### config.mk
export PLATFORM = sky130hd
export DESIGN_NAME = bbf_ctrl
export DESIGN_NICKNAME = d
export VERILOG_FILES = /design/src/rtl/core/bbf_pkg.sv /design/src/rtl/core/bbf_ctrl.sv
export SDC_FILE = /design/constraint.sdc
export NUM_CORES = 1
export LEC_CHECK = 0
export BUFFER_PORTS_ARGS = -buffer_cell sky130_fd_sc_hd__clkbuf_2
export CAP_MARGIN = 20
export CORE_AREA = 2 2 39 41
export CTS_CLUSTER_DIAMETER = 200
export DETAILED_ROUTE_END_ITERATION = 7
export DIE_AREA = 0 0 41 43
export SLEW_MARGIN = 20
export SYNTH_ARGS = -nofsm -noshare
export SYNTH_HDL_FRONTEND = slang
export SYNTH_SLANG_ARGS = --single-unit
### constraint.sdc
create_clock -name clk -period 3 [get_ports clk]
set_input_delay 0.15 -clock clk [delete_from_list [all_inputs] [get_ports clk]]
set_output_delay 0.15 -clock clk [all_outputs]
set_load 0.01 [all_outputs]
### src/rtl/core/bbf_pkg.sv
// ----------------------------------------------------------------------------
// bbf_pkg
// Types and constants shared by the blocked bloom filter modules.
// ----------------------------------------------------------------------------
package bbf_pkg;

	// filter geometry
	localparam int WORDS_DEFAULT = 4096;
	localparam int WORD_W        = 64;

	// block count register
	localparam int         BLK_W     = 13;
	localparam logic [12:0] BLK_RESET = 13'd4096;

	// bit position fields of the low hash half
	localparam int POS_W       = 6;
	localparam int POS_SHIFT_A = 24;
	localparam int POS_SHIFT_B = 18;
	localparam int POS_SHIFT_C = 12;
	localparam int POS_SHIFT_D = 6;
	localparam int POS_SHIFT_E = 0;

	// insert counter
	localparam int          CNT_W     = 32;
	localparam logic [31:0] COUNT_MAX = 32'hFFFF_FFFF;

	// remainder unit: quotient bits retired per cycle
	localparam int HIGH_W    = 64;
	localparam int DIV_BITS  = 4;
	localparam int DIV_STEPS = HIGH_W / DIV_BITS;
	localparam int DIV_CW    = $clog2(DIV_STEPS);
	localparam int REM_W     = BLK_W + 1;

	// input beat
	typedef struct packed {
		logic        kind;
		logic [29:0] hash_low;
		logic [63:0] hash_high;
	} item_t;

	// result beat
	typedef struct packed {
		logic        was_present;
		logic [31:0] insert_total;
	} result_t;

	// controller to datapath
	typedef struct packed {
		logic clear;
		logic load;
		logic div_step;
		logic check;
	} cmd_t;

	// datapath to controller
	typedef struct packed {
		logic clear_last;
		logic div_last;
	} status_t;

endpackage

### src/rtl/core/bbf_ctrl.sv
// ----------------------------------------------------------------------------
// bbf_ctrl
// Sequencer for the filter: clearing pass, remainder, read, check and update.
// ----------------------------------------------------------------------------
module bbf_ctrl (
	input  logic             clk,
	input  logic             arst_n,
	input  logic             start,
	input  bbf_pkg::status_t status,
	output bbf_pkg::cmd_t    cmd,
	output logic             busy
);

	import bbf_pkg::*;

	typedef enum logic [4:0] {
		S_CLEAR = 5'b00001,
		S_IDLE  = 5'b00010,
		S_DIV   = 5'b00100,
		S_READ  = 5'b01000,
		S_CHECK = 5'b10000
	} state_t;

	state_t state_q;
	state_t state_d;

	// next state
	always_comb begin
		state_d = state_q;
		case (state_q)
			S_CLEAR: if (status.clear_last) state_d = S_IDLE;
			S_IDLE:  if (start) state_d = S_DIV;
			S_DIV:   if (status.div_last) state_d = S_READ;
			S_READ:  state_d = S_CHECK;
			S_CHECK: state_d = S_IDLE;
			default: state_d = S_CLEAR;
		endcase
	end

	// state register, clearing pass first after reset
	always_ff @(posedge clk or negedge arst_n) begin
		if (!arst_n) begin
			state_q <= S_CLEAR;
		end else begin
			state_q <= state_d;
		end
	end

	// datapath commands
	always_comb begin
		cmd.clear    = (state_q == S_CLEAR);
		cmd.load     = (state_q == S_IDLE) && start;
		cmd.div_step = (state_q == S_DIV);
		cmd.check    = (state_q == S_CHECK);
	end

	assign busy = (state_q != S_IDLE);

endmodule

# Yosys cells after proc, flatten, opt, wreduce, memory -nomap -nowiden
# Cells that the tools add are included.
# classes
n_eq_ne	9
mux	4
n_reduce_logical	2
# op_table
op	n
5-bit one-hot mux with 5 select lines	1
5-bit 2-to-1 mux	3
2-bit != test, second input constant	3
5-bit by 1-bit == test with 1-bit output, second input constant	1
5-bit by 2-bit == test with 1-bit output, second input constant	1
5-bit by 3-bit == test with 1-bit output, second input constant	1
5-bit by 4-bit == test with 1-bit output, second input constant	1
5-bit == test, second input constant	1
5-bit by 2-bit != test with 1-bit output, second input constant	1
3-bit AND reduction	1
1-bit logical AND	1
# word_totals
reg_bits	5
in_bits	5
output_inout_bits	5
word_cells	16

# Depth between registers and ports, before layout
# Gate-level depths: netlist of the first run.
# depth
depth_word	3
depth_mapped	4
mapped_depth_nobuf	3

# Worst setup path before layout of the first run
# Ideal clock, no wire load.
# synth_path
path_type	register to output
from	register state_q[3]
to	output cmd[2] (netlist name)
arrival_time_ns	1.049
required_ns	2.850
slack_ns	1.801
stages_incl_launch_ff	4
n_path_buf	0
path_cell_list	dfrtp_1 nor2_1 and4bb_2 and2_1
# synth_lines
item	line_no	source
start, declared	bbf_ctrl.sv:24	state_t state_q;
start signal, assigned	bbf_ctrl.sv:45	state_q <= state_d;
end, declared	bbf_ctrl.sv:10	output bbf_pkg::cmd_t cmd,

==> reports/results.ini, run 1 <==
[clocking]
cts_buffers = 3
hold_buffers = 1
clk_pin_slew_worst_paths_ns = 0.04
clock_path_buffers = 2
cts_tree = yes
post_cts_resized = 0
cts_post_setup_buffers_inserted = 0
root_buffer = clkbuf_4
h-tree-depth = 1
cts_num_sinks = 5
clkLatencyLatePin_ns = 0.23

[power_and_ir_drop]
p_leak_nw = 0.1998
switching_share_pct = 32.36
power.density_nw_per_um2 = 705.7
p_switching_w = 0.00009172
irDropWorstVdd_mv = 0.2751
p_int_w = 0.0001917
seqPwrFrac_pct = 39.1
p_comb_share_pct = 34.9
p_clk_share_pct = 26.0

[timing]
fin_crit_ns = 1.627
hold_viol_final = 0
maxSlewViolCount = 0
setup_slack_ns = 1.373
setup_viol = 0
post-route-period-util_pct = 54.25
tightestPinTransition_ns = 0.3764
fmax_mhz = 614.4
rsz0062_at_grt = no
finalClockSkew_ns = 0.0004053
relSlewSlack_pct = 74.56
fin_tns_setup_ns = 0

[synthesis]
synth_seq_cells = 5
yosysWarnings = 0
synthCells = 29
yosysSeqAreaShare_pct = 40.40
ys_types = 21
netlist_area_um2 = 312.8
synth_fp_nets = 34
avgSynthCellArea_um2 = 10.79

[global_routing]
grt_max_degree = 11
grt_pass1_wl_um = 897
antenna_found_initial = 0
first_global_vias = 232
grt_overflow = 0
grt_usage_pct = 8.174

[floorplanning]
io-pin-count = 10
coreArea_um2 = 1384
die-width_um = 41
placementRows = 14
die_h_um = 43
dieArea_um2 = 1763
initial_core_util_pct = 22.60

[layout]
top_register = state_q
finalNetCount = 47
reg_top3 = state_q (5)
synthToLayoutAreaGrowth_pct = 28.40
layout-drive-gt1-share_pct = 41.46
stdcell_count = 57
nFillCells = 141
largest_reg_flops = 5
antennaDiodeCount = 0
layout_common_cells = clkbuf_2, dfrtp_1, nor2_1, clkbuf_4
layout_commonest_cell = clkbuf_2
final_area_um2 = 401.6

[route]
vias_per_cell = 4.439
wirelength_um = 532
via_count = 253
post_drt_wl_per_cell_um = 9.333
route.detailed.drc = 0
drtIter0Drc = 0
first_pass_iters = 1
ant_nets = 0

[place]
dp_cells = 52
dp_hpwl_um = 422.1
post_dp_cell_area_um2 = 365.4
io_buffer_count = 9
post-place-ws_ns = 1.622
gp_congestion = 0.6960

[setup_path]
setup.worst_path.start_class = flip-flop
cp.arrival_ns = 1.48
crit_type = reg -> out
slowest_stage = dfrtp_1
cp_cell_sequence = nor2_1, and4bb_2, and2_1, clkbuf_2
crit_path_end_kind = primary output
crit_fanout = 5
slowest_delay_ns = 0.43
required_ns = 2.85

[job]
maxCapViolCount = 0

[outcome]
status = finished clean

[worst_hold_path]
hold_class = in -> reg

-- worst paths after layout --
kind | slack (ns) | cells past startpoint | endpoint | startpoint
worst max-delay path | 1.37 | 4 | cmd[2] | state_q[3]$_DFFE_PN0P_
worst min-delay path | 0.15 | 2 | state_q[3]$_DFFE_PN0P_ | status[0]
worst max register to register | 1.73 | 3 | state_q[0]$_DFFE_PN1P_ | state_q[4]$_DFFE_PN0P_
worst min register to register | 0.50 | 1 | state_q[4]$_DFFE_PN0P_ | state_q[2]$_DFFE_PN0P_
max in group asynchronous | 2.52 | 2 | state_q[0]$_DFFE_PN1P_ | arst_n
min in group asynchronous | 0.27 | 2 | state_q[3]$_DFFE_PN0P_ | arst_n
-- area by class of cell --
cell class / instances / area, µm² / share of cell area [%]
Multi-Input combinational cell: 20 / 166.4 / 41.43
Sequential cell: 5 / 126.4 / 31.46
Timing Repair Buffer: 10 / 55.05 / 13.71
Clock buffer: 4 / 26.28 / 6.542
Tap cell: 16 / 20.02 / 4.984
Inverter: 2 / 7.507 / 1.869
-- stage by stage --
| step | hold WS (ns) | power [W] | util [%] |
|---|---|---|---|
| floorplan | -0.1456 | 0.0001788 | - |
| global placement | -0.03175 | 0.0002110 | 26.40 |
| detailed placement | -0.02907 | 0.0002106 | 26.40 |
| CTS | 0.1463 | 0.0002894 | 29.02 |
| global route | 0.1520 | 0.0003101 | 29.02 |
| finish | 0.1510 | 0.0002834 | 29.02 |
-- synth_stat cells --
cell      instances  area (µm²)
nor3b_1           1       7.510
nor4b_1           2       17.52
nor2_1            3       11.26
dfrtp_1           4       100.1
o21ai_0           1       5.000
a211oi_1          1       7.510
buf_2             1       5.000
or2_4             1       8.760
nor4bb_1          1       10.01
o31a_1            1       8.760
and2_1            1       6.260
inv_1             2       7.510
and2_2            1       7.510
o211a_1           1       10.01
and3_1            2       12.51
and4bb_2          1       12.51
xor2_1            1       8.760
dfstp_2           1       26.28
a22o_1            1       8.760
buf_4             1       7.510
nor4b_4           1       23.77
-- worst max-delay path, delay by kind of cell, from the launching register on --
kind / cells / cell delay (ns)
simple gates: 3 / 0.68
buf+inv: 1 / 0.12
flops: 1 / 0.43
-- power by group through the flow --
stage                     clock network (W)  registers [W]  logic (W)
after CTS                         0.0000775       0.000111   0.000101
after global routing              0.0000864       0.000114   0.000110
after detailed placement                  0       0.000111  0.0000993
final                             0.0000738       0.000111  0.0000988
after floorplan                           0       0.000105  0.0000735
after global placement                    0       0.000112  0.0000991
-- metal layers --
metal  track usage, %  routed length [µm]  up-vias
met5                0                   0        -
met4            10.00                   8        0
met3            1.571                  38        2
met2            10.31                 233        9
met1            9.804                 251      113
li1                 -                   -      129
-- kinds of logic (layout without fill, tap and decap cells) --
family | count (synthesis) | in the layout | share of synthesized area [%]
AO/OA/AOI/OAI | 5 | 5 | 12.80
XOR/XNOR | 1 | 1 | 2.801
buffers and inverters | 4 | 16 | 6.400
flip-flops | 5 | 5 | 40.40
AND/OR/NAND/NOR | 14 | 14 | 37.60
(Power assumes the default switching activity.)
==> run 2, diff against run 1 <==
clock period = 1.34 ns   (was 3 ns; I/O delays follow)
==> reports/results.ini, run 2 (synthesized netlist as in run 1, its figures left out) <==
[outcome]
status = finished with violations
violations = negative setup slack

[setup_path]
slowest_delay_ns = 0.44  ; about the same
cp_num_buf_inv = 1  ; unchanged
slowest_stage = dfrtp_2
crit_type = reg -> out
setup.worst_path.start_class = flip-flop
r2r_slack_ns = -0.02  ; -1.75 ns
cp_cell_sequence = nor2_4, and4bb_2, and2_1, buf_2
required_ns = 1.27  ; -1.58 ns
crit_fanout = 5  ; unchanged
r2r_cells = 4  ; +1
crit_path_end_kind = primary output
cp.arrival_ns = 1.31  ; -0.17 ns
r2r_start = state_q[0]$_DFFE_PN1P_
cp_top_family = simple AND/OR/NAND/NOR gates
reg2reg_to = state_q[2]$_DFFE_PN0P_

[power_and_ir_drop]
p_leak_nw = 0.2651  ; +33%
irDropWorstVdd_mv = 0.5892  ; +110%
power.density_nw_per_um2 = 1485  ; +110%

[place]
gp_congestion = 0.7518  ; +8.0%
dp_hpwl_um = 502.9  ; +19%
io_buffer_count = 9  ; unchanged

[layout]
finalNetCount = 59  ; +26%
antennaDiodeCount = 0  ; unchanged
reg_top3 = state_q (5)
synthToLayoutAreaGrowth_pct = 64.40
layout_commonest_cell = buf_4
layout_common_cells = buf_4, clkbuf_2, clkbuf_4, dfrtp_2
postLayoutCoreUtil_pct = 37.16  ; +8.1 points
largest_reg_flops = 5  ; unchanged
multi_input_area_um2 = 185.2  ; +11%
layout-drive-gt1-share_pct = 66.04  ; +25 points
top_register = state_q
nFillCells = 144  ; +2.1%
regArea_um2 = 130.1  ; +3.0%

[floorplanning]
io-pin-count = 10  ; unchanged
initial_core_util_pct = 22.60  ; unchanged
dieArea_um2 = 1763  ; unchanged
die_h_um = 43  ; unchanged
coreArea_um2 = 1384  ; unchanged
placementRows = 14  ; unchanged
die-width_um = 41  ; unchanged

[clocking]
h-tree-depth = 1  ; unchanged
cts_buffers = 3  ; unchanged
cts_num_sinks = 5  ; unchanged
clkLatencyLatePin_ns = 0.24  ; about the same
clk_pin_slew_worst_paths_ns = 0.04  ; about the same
root_buffer = clkbuf_4
clock_path_buffers = 2  ; unchanged
cts_tree = yes

[route]
first_pass_iters = 1  ; unchanged
route.detailed.drc = 0  ; unchanged
wirelength_um = 820  ; +54%
vias_per_cell = 4.420  ; -0.41%
drtIter0Drc = 0  ; unchanged
via_count = 305  ; +21%
post_drt_wl_per_cell_um = 11.88  ; +27%
ant_nets = 0  ; unchanged

[timing]
fin_crit_ns = 1.380
hold_ws_ns = 0.06477  ; -0.08627 ns
tightestPinTransition_ns = 0.3660  ; -0.01043 ns
setup_slack_ns = -0.03965  ; -1.412 ns
relSlewSlack_pct = 75.25  ; +0.69 points
hold_viol_final = 0  ; unchanged
setup_viol = 3  ; +3
rsz0062_at_grt = yes
finalClockSkew_ns = 0.0005823  ; +0.0001770 ns
maxSlewViolCount = 0  ; unchanged
fmax_mhz = 724.8
post-route-period-util_pct = 103.0

[global_routing]
grt_usage_pct = 10.31  ; +2.1 points
grt_overflow = 0  ; unchanged
first_global_vias = 298  ; +28%
antenna_found_initial = 0  ; unchanged
grt_pass1_wl_um = 1124  ; +25%
grt_max_degree = 11  ; unchanged

[job]
maxCapViolCount = 0  ; unchanged

[worst_hold_path]
holdPathEnd = state_q[3]$_DFFE_PN0P_
min_path_cells = 2  ; unchanged
hold_class = in -> reg
min_from = status[0]

## run 2: changes by cell type in the layout (fill, tap and decap cells not counted), moves of 2 or more
cell	before	now
buf_4	0	12
dfrtp_1	4	1
dfrtp_2	0	3
buf_2	0	2
clkbuf_2	9	7
## run 2: power breakdown
group	leakage (nW)	internal (W)	switching [W]
Clock	0.0150	0.000112	0.0000563
Sequential	0.0604	0.000198	0.0000314
Combinational	0.190	0.000206	0.000160
Total	0.265	0.000516	0.000247
## run 2: worst max-delay path by stage
| stage | from | to | cells past startpoint |
|---|---|---|---|
| after global routing | state_q[3]$_DFFE_PN0P_ | cmd[2] | 4 |
| after global placement | state_q[0]$_DFFE_PN1P_ | state_q[1]$_DFFE_PN0P_ | 2 |
| final | state_q[3]$_DFFE_PN0P_ | cmd[2] | 4 |
| after CTS | state_q[1]$_DFFE_PN0P_ | cmd[1] | 3 |
| after detailed placement | state_q[4]$_DFFE_PN0P_ | state_q[0]$_DFFE_PN1P_ | 3 |
| after floorplan | state_q[3]$_DFFE_PN0P_ | cmd[2] | 3 |
## run 2: stage by stage
step | total power [W] | TNS, ns | cell area [µm²] | instances | setup slack, ns
detailed placement | 0.0004858 | 0 | 372.9 | 53 | 0.08576
finish | 0.0007637 | -0.06957 | 514.2 | 69 | -0.03965
CTS | 0.0007244 | -0.1387 | 445.4 | 62 | -0.08991
global placement | 0.0004779 | 0 | 372.9 | 53 | 0.1456
global route | 0.0008232 | -0.2586 | 514.2 | 69 | -0.08308
floorplan | 0.0004003 | 0 | 312.8 | 29 | 0.2236
## run 2: final cells by class
class                      instances  share of cell area, %
clock buffer                       4                  5.109
inverter                           2                  1.460
timing repair buffer              22                  28.22
sequential                         5                  25.30
tap                               16                  3.893
multi-input combinational         20                  36.01
## run 2: per-layer routing
metal  up-vias  GRT usage (%)  wire length [µm]
met2         9          15.00               464
met4         0          10.00                 0
li1        153              -                 -
met3         0          1.571                44
met5         -              0                 0
met1       143          11.84               311
## run 2: timing repair
action	4_1_cts	5_1_grt
endpoints found under the setup margin	3	5
setup buffers	4	7
gates cloned	0	0
hold endpoints to repair	5	0
gates resized for setup	4	5
hold buffers	1	0
pin swaps	3	3
## run 2: worst register-to-register path: stages, from the launching register on
cell      delay [ns]
dfstp_2         0.54
and4bb_2        0.27
buf_4           0.14
buf_4           0.13
a22o_1          0.17
